## src/design/rc6_pkg.sv

```systemverilog
// ----------------------------------------------------------------------------
// rc6_pkg
// Shared types, constants and word functions for the RC6-32 cipher core.
// ----------------------------------------------------------------------------
package rc6_pkg;

  localparam int ROUNDS_DEF        = 20;
  localparam int MAX_KEY_WORDS_DEF = 8;

  localparam logic [31:0] MAGIC_P = 32'hB7E15163;
  localparam logic [31:0] MAGIC_Q = 32'h9E3779B9;

  // Configuration register indexes.
  localparam int          CFG_IDX_W   = 3;
  localparam logic [2:0]  CFG_KEY_01  = 3'd0;
  localparam logic [2:0]  CFG_KEY_23  = 3'd1;
  localparam logic [2:0]  CFG_KEY_45  = 3'd2;
  localparam logic [2:0]  CFG_KEY_67  = 3'd3;
  localparam logic [2:0]  CFG_KEY_CNT = 3'd4;
  localparam int          KEY_REGS    = 4;
  localparam logic [3:0]  KEY_CNT_RST = 4'd4;

  localparam logic [0:0]  CMD_ENCRYPT = 1'b0;
  localparam logic [0:0]  CMD_DECRYPT = 1'b1;

  typedef struct packed {
    logic        cmd;
    logic [63:0] block_low;
    logic [63:0] block_high;
  } rc6_in_t;

  typedef struct packed {
    logic [63:0] result_low;
    logic [63:0] result_high;
  } rc6_out_t;

  // Strobes from the sequencer to the round datapath.
  typedef struct packed {
    logic load;
    logic pre;
    logic mix;
    logic upd;
    logic post;
    logic decrypt;
  } rc6_ctrl_t;

  typedef enum logic [2:0] {
    ST_IDLE,
    ST_KEY,
    ST_PRE_RD,
    ST_PRE,
    ST_MIX,
    ST_UPD,
    ST_POST
  } rc6_state_t;

  typedef enum logic [1:0] {
    KS_IDLE,
    KS_LOAD,
    KS_MIX_A,
    KS_MIX_B
  } ks_state_t;

  function automatic logic [31:0] rotl32(input logic [31:0] x, input logic [4:0] n);
    logic [63:0] w;
    w = {x, x} << n;
    return w[63:32];
  endfunction

  function automatic logic [31:0] rotr32(input logic [31:0] x, input logic [4:0] n);
    logic [63:0] w;
    w = {x, x} >> n;
    return w[31:0];
  endfunction

  // rotl(x * (2x + 1), 5), all modulo 2^32.
  function automatic logic [31:0] mix32(input logic [31:0] x);
    logic [31:0] p;
    p = x * {x[30:0], 1'b1};
    return rotl32(p, 5'd5);
  endfunction

endpackage

```

## src/design/rc6_key_sched.sv

```systemverilog
// ----------------------------------------------------------------------------
// rc6_key_sched
// Key expansion sequencer and round key memory. Runs the mixing pass one half
// step per cycle and serves two registered read ports to the cipher datapath.
// ----------------------------------------------------------------------------
module rc6_key_sched #(
  parameter int ROUNDS        = rc6_pkg::ROUNDS_DEF,
  parameter int MAX_KEY_WORDS = rc6_pkg::MAX_KEY_WORDS_DEF
) (
  input  logic                                  clk,
  input  logic                                  rst_n,
  input  logic                                  start,
  input  logic [rc6_pkg::KEY_REGS-1:0][63:0]    key_words,
  input  logic [3:0]                            key_cnt,
  input  logic [$clog2(ROUNDS+2)-1:0]           pair_idx,
  output logic                                  done,
  output logic [31:0]                           rk_even,
  output logic [31:0]                           rk_odd
);

  localparam int RK = 2 * ROUNDS + 4;
  localparam int XW = $clog2(ROUNDS + 2);
  localparam int AW = XW + 1;
  localparam int JW = $clog2(MAX_KEY_WORDS);
  localparam int CW = $clog2(MAX_KEY_WORDS + 1);
  localparam int MV = (RK > MAX_KEY_WORDS) ? RK : MAX_KEY_WORDS;
  localparam int SW = $clog2(3 * MV + 1);

  rc6_pkg::ks_state_t state_r, state_nxt;

  logic [AW-1:0] i_r;
  logic [JW-1:0] j_r;
  logic [SW-1:0] k_r;
  logic [SW-1:0] nsteps_r;
  logic [CW-1:0] c_r;
  logic [31:0]   a_r, b_r, q_r;
  logic [31:0]   l_r [MAX_KEY_WORDS];
  logic [31:0]   mem_r [RK];
  logic [31:0]   rd0_r, rd1_r;

  logic [CW-1:0] c_sat;
  logic [SW-1:0] m_val;
  logic          first_pass;
  logic [31:0]   s_in, a_sum, a_new, ab_sum, b_new;
  logic [AW-1:0] i_nxt;
  logic [JW-1:0] j_nxt;
  logic          last_step;
  logic          do_load, mem_we, do_b;
  logic [AW-1:0] rd0_addr, rd1_addr;

  // Key word count of zero acts as one; counts above the scratch depth saturate.
  always_comb begin
    if (key_cnt == 4'd0) begin
      c_sat = CW'(1);
    end else if (key_cnt > 4'(MAX_KEY_WORDS)) begin
      c_sat = CW'(MAX_KEY_WORDS);
    end else begin
      c_sat = CW'(key_cnt);
    end
    m_val = (SW'(c_sat) > SW'(RK)) ? SW'(c_sat) : SW'(RK);
  end

  // During the first pass over the table the entry still holds its magic fill,
  // which q_r tracks, so no fill sweep is needed.
  assign first_pass = k_r < SW'(RK);
  assign s_in       = first_pass ? q_r : rd0_r;
  assign a_sum      = s_in + a_r + b_r;
  assign a_new      = rc6_pkg::rotl32(a_sum, 5'd3);
  assign ab_sum     = a_r + b_r;
  assign b_new      = rc6_pkg::rotl32(l_r[j_r] + ab_sum, ab_sum[4:0]);
  assign i_nxt      = (i_r == AW'(RK - 1)) ? '0 : i_r + AW'(1);
  assign j_nxt      = ((CW'(j_r) + CW'(1)) == c_r) ? '0 : j_r + JW'(1);
  assign last_step  = k_r == (nsteps_r - SW'(1));

  always_comb begin
    state_nxt = state_r;
    case (state_r)
      rc6_pkg::KS_IDLE:  if (start) state_nxt = rc6_pkg::KS_LOAD;
      rc6_pkg::KS_LOAD:  state_nxt = rc6_pkg::KS_MIX_A;
      rc6_pkg::KS_MIX_A: state_nxt = rc6_pkg::KS_MIX_B;
      rc6_pkg::KS_MIX_B: state_nxt = last_step ? rc6_pkg::KS_IDLE : rc6_pkg::KS_MIX_A;
      default:           state_nxt = rc6_pkg::KS_IDLE;
    endcase
  end

  always_comb begin
    do_load  = 1'b0;
    mem_we   = 1'b0;
    do_b     = 1'b0;
    done     = 1'b0;
    rd0_addr = {pair_idx, 1'b0};
    case (state_r)
      rc6_pkg::KS_LOAD: begin
        do_load  = 1'b1;
        rd0_addr = '0;
      end
      rc6_pkg::KS_MIX_A: begin
        mem_we = 1'b1;
      end
      rc6_pkg::KS_MIX_B: begin
        do_b     = 1'b1;
        done     = last_step;
        rd0_addr = i_nxt;
      end
      default: begin
        do_load = 1'b0;
      end
    endcase
  end

  assign rd1_addr = {pair_idx, 1'b1};

  always_ff @(posedge clk) begin
    if (!rst_n) begin
      state_r <= rc6_pkg::KS_IDLE;
    end else begin
      state_r <= state_nxt;
    end
  end

  always_ff @(posedge clk) begin
    if (do_load) begin
      for (int n = 0; n < MAX_KEY_WORDS; n++) begin
        l_r[n] <= key_words[n >> 1][(n & 1) * 32 +: 32];
      end
      a_r      <= '0;
      b_r      <= '0;
      i_r      <= '0;
      j_r      <= '0;
      k_r      <= '0;
      q_r      <= rc6_pkg::MAGIC_P;
      c_r      <= c_sat;
      nsteps_r <= (m_val << 1) + m_val;
    end else if (mem_we) begin
      a_r <= a_new;
    end else if (do_b) begin
      b_r      <= b_new;
      l_r[j_r] <= b_new;
      i_r      <= i_nxt;
      j_r      <= j_nxt;
      k_r      <= k_r + SW'(1);
      q_r      <= q_r + rc6_pkg::MAGIC_Q;
    end
  end

  always_ff @(posedge clk) begin
    if (mem_we) begin
      mem_r[i_r] <= a_new;
    end
    rd0_r <= mem_r[rd0_addr];
    rd1_r <= mem_r[rd1_addr];
  end

  assign rk_even = rd0_r;
  assign rk_odd  = rd1_r;

endmodule

```

## config.mk

```make
export PLATFORM = sky130hd
export DESIGN_NAME = rc6_key_sched
export DESIGN_NICKNAME = d
export VERILOG_FILES = /design/src/design/rc6_pkg.sv /design/src/design/rc6_key_sched.sv
export SDC_FILE = /design/constraint.sdc
export NUM_CORES = 2
export LEC_CHECK = 0
export BUFFER_PORTS_ARGS = -buffer_cell sky130_fd_sc_hd__buf_2
export CORE_MARGIN = 1
export CORE_UTILIZATION = 60
export DETAILED_ROUTE_END_ITERATION = 6
export GPL_TIMING_DRIVEN = 1
export PLACE_DENSITY = 0.78
export SLEW_MARGIN = 30
export SYNTH_ARGS = -nofsm -noshare
export SYNTH_HDL_FRONTEND = slang
export SYNTH_SLANG_ARGS = --single-unit
```

## constraint.sdc

```tcl
create_clock -name clk -period 8 [get_ports clk]
set_input_delay 0.8 -clock clk [delete_from_list [all_inputs] [get_ports clk]]
set_output_delay 0.8 -clock clk [all_outputs]
set_load 0.05 [all_outputs]
```

==> impl_metrics.toml <==
[placement]
portBuffers = 332
hpwl_um = 170000
dp_slack_ns = 0.513
gp_congestion = 0.959

[cells_and_area]
nets = 6262
drive_gt1_frac = 0.272
mostFrequentLayoutCells = "1668 x edfxtp_1, 615 x mux4_2, 586 x nand2_1"
nFillCells = 9052
area_delta_synth_final_pct = 12.9
final_common_cell = "edfxtp_1"

[power]
p_switching_mw = 17.2
p_int_mw = 25.7
seqPwrFrac = 0.375
max-vdd-ir-drop_uv = 611
clockPowerShare = 0.202
powerDensity_nw_per_um2 = 442
switching_share = 0.401
p_comb_frac = 0.423
p_leak_nw = 33.6

[sta]
post-route-min-period_ns = 7.53
whs_ns = 0.253
worst_pin_slew_ns = 1.12
report.final.slew_viol_count = 0
rsz0062_at_grt = "no"
clock_skew_ns = 0.0746
timing.final.crit_share = 0.941
layout_setup_ws_ns = 0.472
finalSetupTns_ns = 0
setup_viol = 0
hold_viol_final = 0
slew_headroom = 0.251
fmax_mhz = 133

[critical_path]
critical_path.max_fanout = 9
end_kind = "flop"
r2r_cells = 29
cp_common_cell = "a21o_1"
r2r_slack_ns = 0.47
critPathRequiredTime_ns = 8.54
crit_family = "compound AO/OA/AOI/OAI gates"
r2r_end = "l_r[3][16]$_DFFE_PP_"
worstReg2RegStart = "a_r[0]$_SDFFE_PP0P_"
worstSetupStartpointType = "flop"
critPathMaxStageDelay_ns = 0.56
crit_path_top_delay_cell = "a2111oi_0"
crit_buf_inv = 2
crit_arrival_ns = 8.07
crit_type = "flop to flop"

[floorplan]
fp.dieW_um = 381
rows = 138
initial_core_util = 0.607
placeableCoreArea_sq_um = 142000
die_y_um = 381
die-area_sq_um = 145000
io_pins = 333

[synthesis]
synth_top_family_by_area = "multiplexers"
ys.flop_type = "edfxtp_1"
synthArstFlopShare = 0
synth_area_sq_um = 86100
synth_mux_area_frac = 0.193
synthSimpleGateAreaFrac = 0.0529
synthesis.nets = 5918
synth_compound_area_frac = 0.0774
synth_cell_types = 83
synthCells = 5521
synth_edf_count = 1668
synth-xor-area-share = 0.0111
avgSynthCellArea_sq_um = 15.6
ys_seq_area_frac = 0.624
synthAdderAreaFrac = 0.0217
yosysWarnings = 0
synth_seq_cells = 1850

[global_routing]
track_usage = 0.386
grt_pass1_wl_um = 399000
grt_pass1_vias = 56390
grt_max_degree = 129
antenna_found_initial = 21
overflow = 0

[route]
wl_um = 281000
wl_per_cell_um = 35.4
detail-route-antenna-nets = 0
drc = 1
drtIter0Drc = 8778
num_vias = 56981
via_per_inst = 7.18
dr.pass1.iters = 7

[cts]
ctsResizeCount = 0
ctsHoldBuffers = 0
cts_made_buffers = 182
post_cts_buffers = 0
clock_latency_ns = 0.85
htreeDepth = 4
cts_tree = "yes"
cts.sinks = 1850
cts_root_buffer = "clkbuf_16"
clk_pin_slew_ns = 0.06
clock_path_buffers = 3

[min_path]
worstHoldStart = "key_words[36]"
min_path_cells = 3
holdPathEnd = "l_r[1][4]$_DFFE_PP_"
hold_path.class = "input pin to flop"

[run]
drv_cap = 0

[status]
outcome = "complete, but fails checks"
violations = "design-rule violations"
==> cell usage after synthesis, types with 7 or more instances <==
| cell | number | area (sq um) |
|---|---|---|
| nand3_1 | 53 | 265 |
| mux2_2 | 91 | 1020 |
| buf_1 | 87 | 327 |
| nand2_1 | 587 | 2200 |
| nand3b_1 | 7 | 52.6 |
| nor2_1 | 199 | 747 |
| xnor2_1 | 63 | 552 |
| a31o_2 | 11 | 96.3 |
| or3_1 | 11 | 68.8 |
| nand4_1 | 15 | 93.8 |
| o211ai_1 | 46 | 345 |
| o21bai_1 | 13 | 97.6 |
| a31oi_1 | 87 | 544 |
| clkbuf_1 | 280 | 1050 |
| o2bb2ai_1 | 37 | 324 |
| a211oi_1 | 110 | 826 |
| ha_1 | 95 | 1190 |
| edfxtp_1 | 1668 | 50100 |
| inv_1 | 77 | 289 |
| and2_1 | 74 | 463 |
| fa_1 | 34 | 681 |
| and3_1 | 16 | 100 |
| dfxtp_1 | 182 | 3640 |
| mux2i_1 | 166 | 1660 |
| nor2b_1 | 17 | 106 |
| a21o_1 | 52 | 390 |
| o22ai_1 | 34 | 213 |
| nor4_1 | 10 | 62.6 |
| a22o_1 | 9 | 78.8 |
| o21ai_1 | 40 | 200 |
| o21a_1 | 24 | 180 |
| mux4_2 | 615 | 13900 |
| a21oi_1 | 162 | 811 |
| xor2_1 | 46 | 403 |
| o31ai_1 | 13 | 97.6 |
| o21ai_0 | 322 | 1610 |
| nand2b_1 | 19 | 119 |
| nor3_1 | 25 | 125 |
==> registers in the layout, summed over array words and instances, names as in the netlist, named ones only <==
register / flops
c_r: 4
b_r: 32
rk_even: 32
j_r: 3
i_r: 6
l_r: 256
state_r: 2
rk_odd: 32
mem_r: 1408
q_r: 32
a_r: 32
k_r: 8
==> tightest hold or removal path, cell delays in order <==
cell	delay [ns]
buf_2	0.08
nand2_1	0.04
o21ai_0	0.06
==> worst max-delay path by stage <==
| stage | slack [ns] | from | to | depth (start not counted) |
|---|---|---|---|---|
| 5_1_grt | 0.07 | a_r[0]$_SDFFE_PP0P_ | l_r[2][14]$_DFFE_PP_ | 28 |
| 2_1_floorplan | 1.52 | a_r[0]$_SDFFE_PP0P_ | l_r[0][16]$_DFFE_PP_ | 26 |
| 6_report | 0.47 | a_r[0]$_SDFFE_PP0P_ | l_r[3][16]$_DFFE_PP_ | 29 |
| 4_1_cts | 0.49 | a_r[0]$_SDFFE_PP0P_ | l_r[7][16]$_DFFE_PP_ | 29 |
| 3_3_place_gp | 0.38 | a_r[0]$_SDFFE_PP0P_ | l_r[0][16]$_DFFE_PP_ | 29 |
| 3_5_place_dp | 0.51 | a_r[0]$_SDFFE_PP0P_ | l_r[7][16]$_DFFE_PP_ | 29 |
==> stage by stage <==
step	cell area [sq um]	total power, mW	std cells	utilization
after floorplan	86100	26.7	5521	-
after global placement	91000	33.4	7565	0.641
after detailed placement	91000	33.9	7567	0.641
after CTS	97100	42.5	7910	0.684
after global routing	97200	44.3	7921	0.685
final	97200	42.9	7935	0.685
==> metal layers <==
layer	part of all wire	routed length [um]	global-route usage	vias to the layer above
met4	0.077	21800	0.253	10
met2	0.47	131000	0.600	4731
met1	0.33	91800	0.488	28424
li1	-	-	-	22764
met5	0.00022	61	0	-
met3	0.13	36500	0.0954	1052
==> cell families (layout without fill, tap and decap cells) <==
family	Yosys count	count (layout)
AOI/OAI and AO/OA	1050	1050
xor gates and xnor gates	109	109
DFF	1850	1850
other	0	21
buffers and inverters	453	956
and+or+nand+nor	1053	1053
muxes	877	877
adders and majority gates	129	129
==> final cells by class <==
| cell class | count | area [sq um] | area share |
|---|---|---|---|
| flip-flops and latches | 1850 | 53700 | 0.553 |
| multi-input cells | 3218 | 31400 | 0.322 |
| clock buffers | 251 | 4970 | 0.0512 |
| repair buffers | 530 | 3400 | 0.0349 |
| well taps | 1890 | 2360 | 0.0243 |
| clock inverters | 92 | 1040 | 0.0107 |
| inverters | 83 | 315 | 0.00324 |
| diodes | 21 | 52.6 | 0.000540 |
==> power by group through the flow <==
stage / Sequential [mW] / Combinational [mW] / Clock, mW
floorplan: 16.5 / 10.2 / 0
global placement: 16.3 / 17.1 / 0
detailed placement: 16.3 / 17.6 / 0
CTS: 16.1 / 17.7 / 8.68
global route: 16.1 / 19.1 / 9.02
finish: 16.1 / 18.2 / 8.66
(Power assumes the default switching activity.)
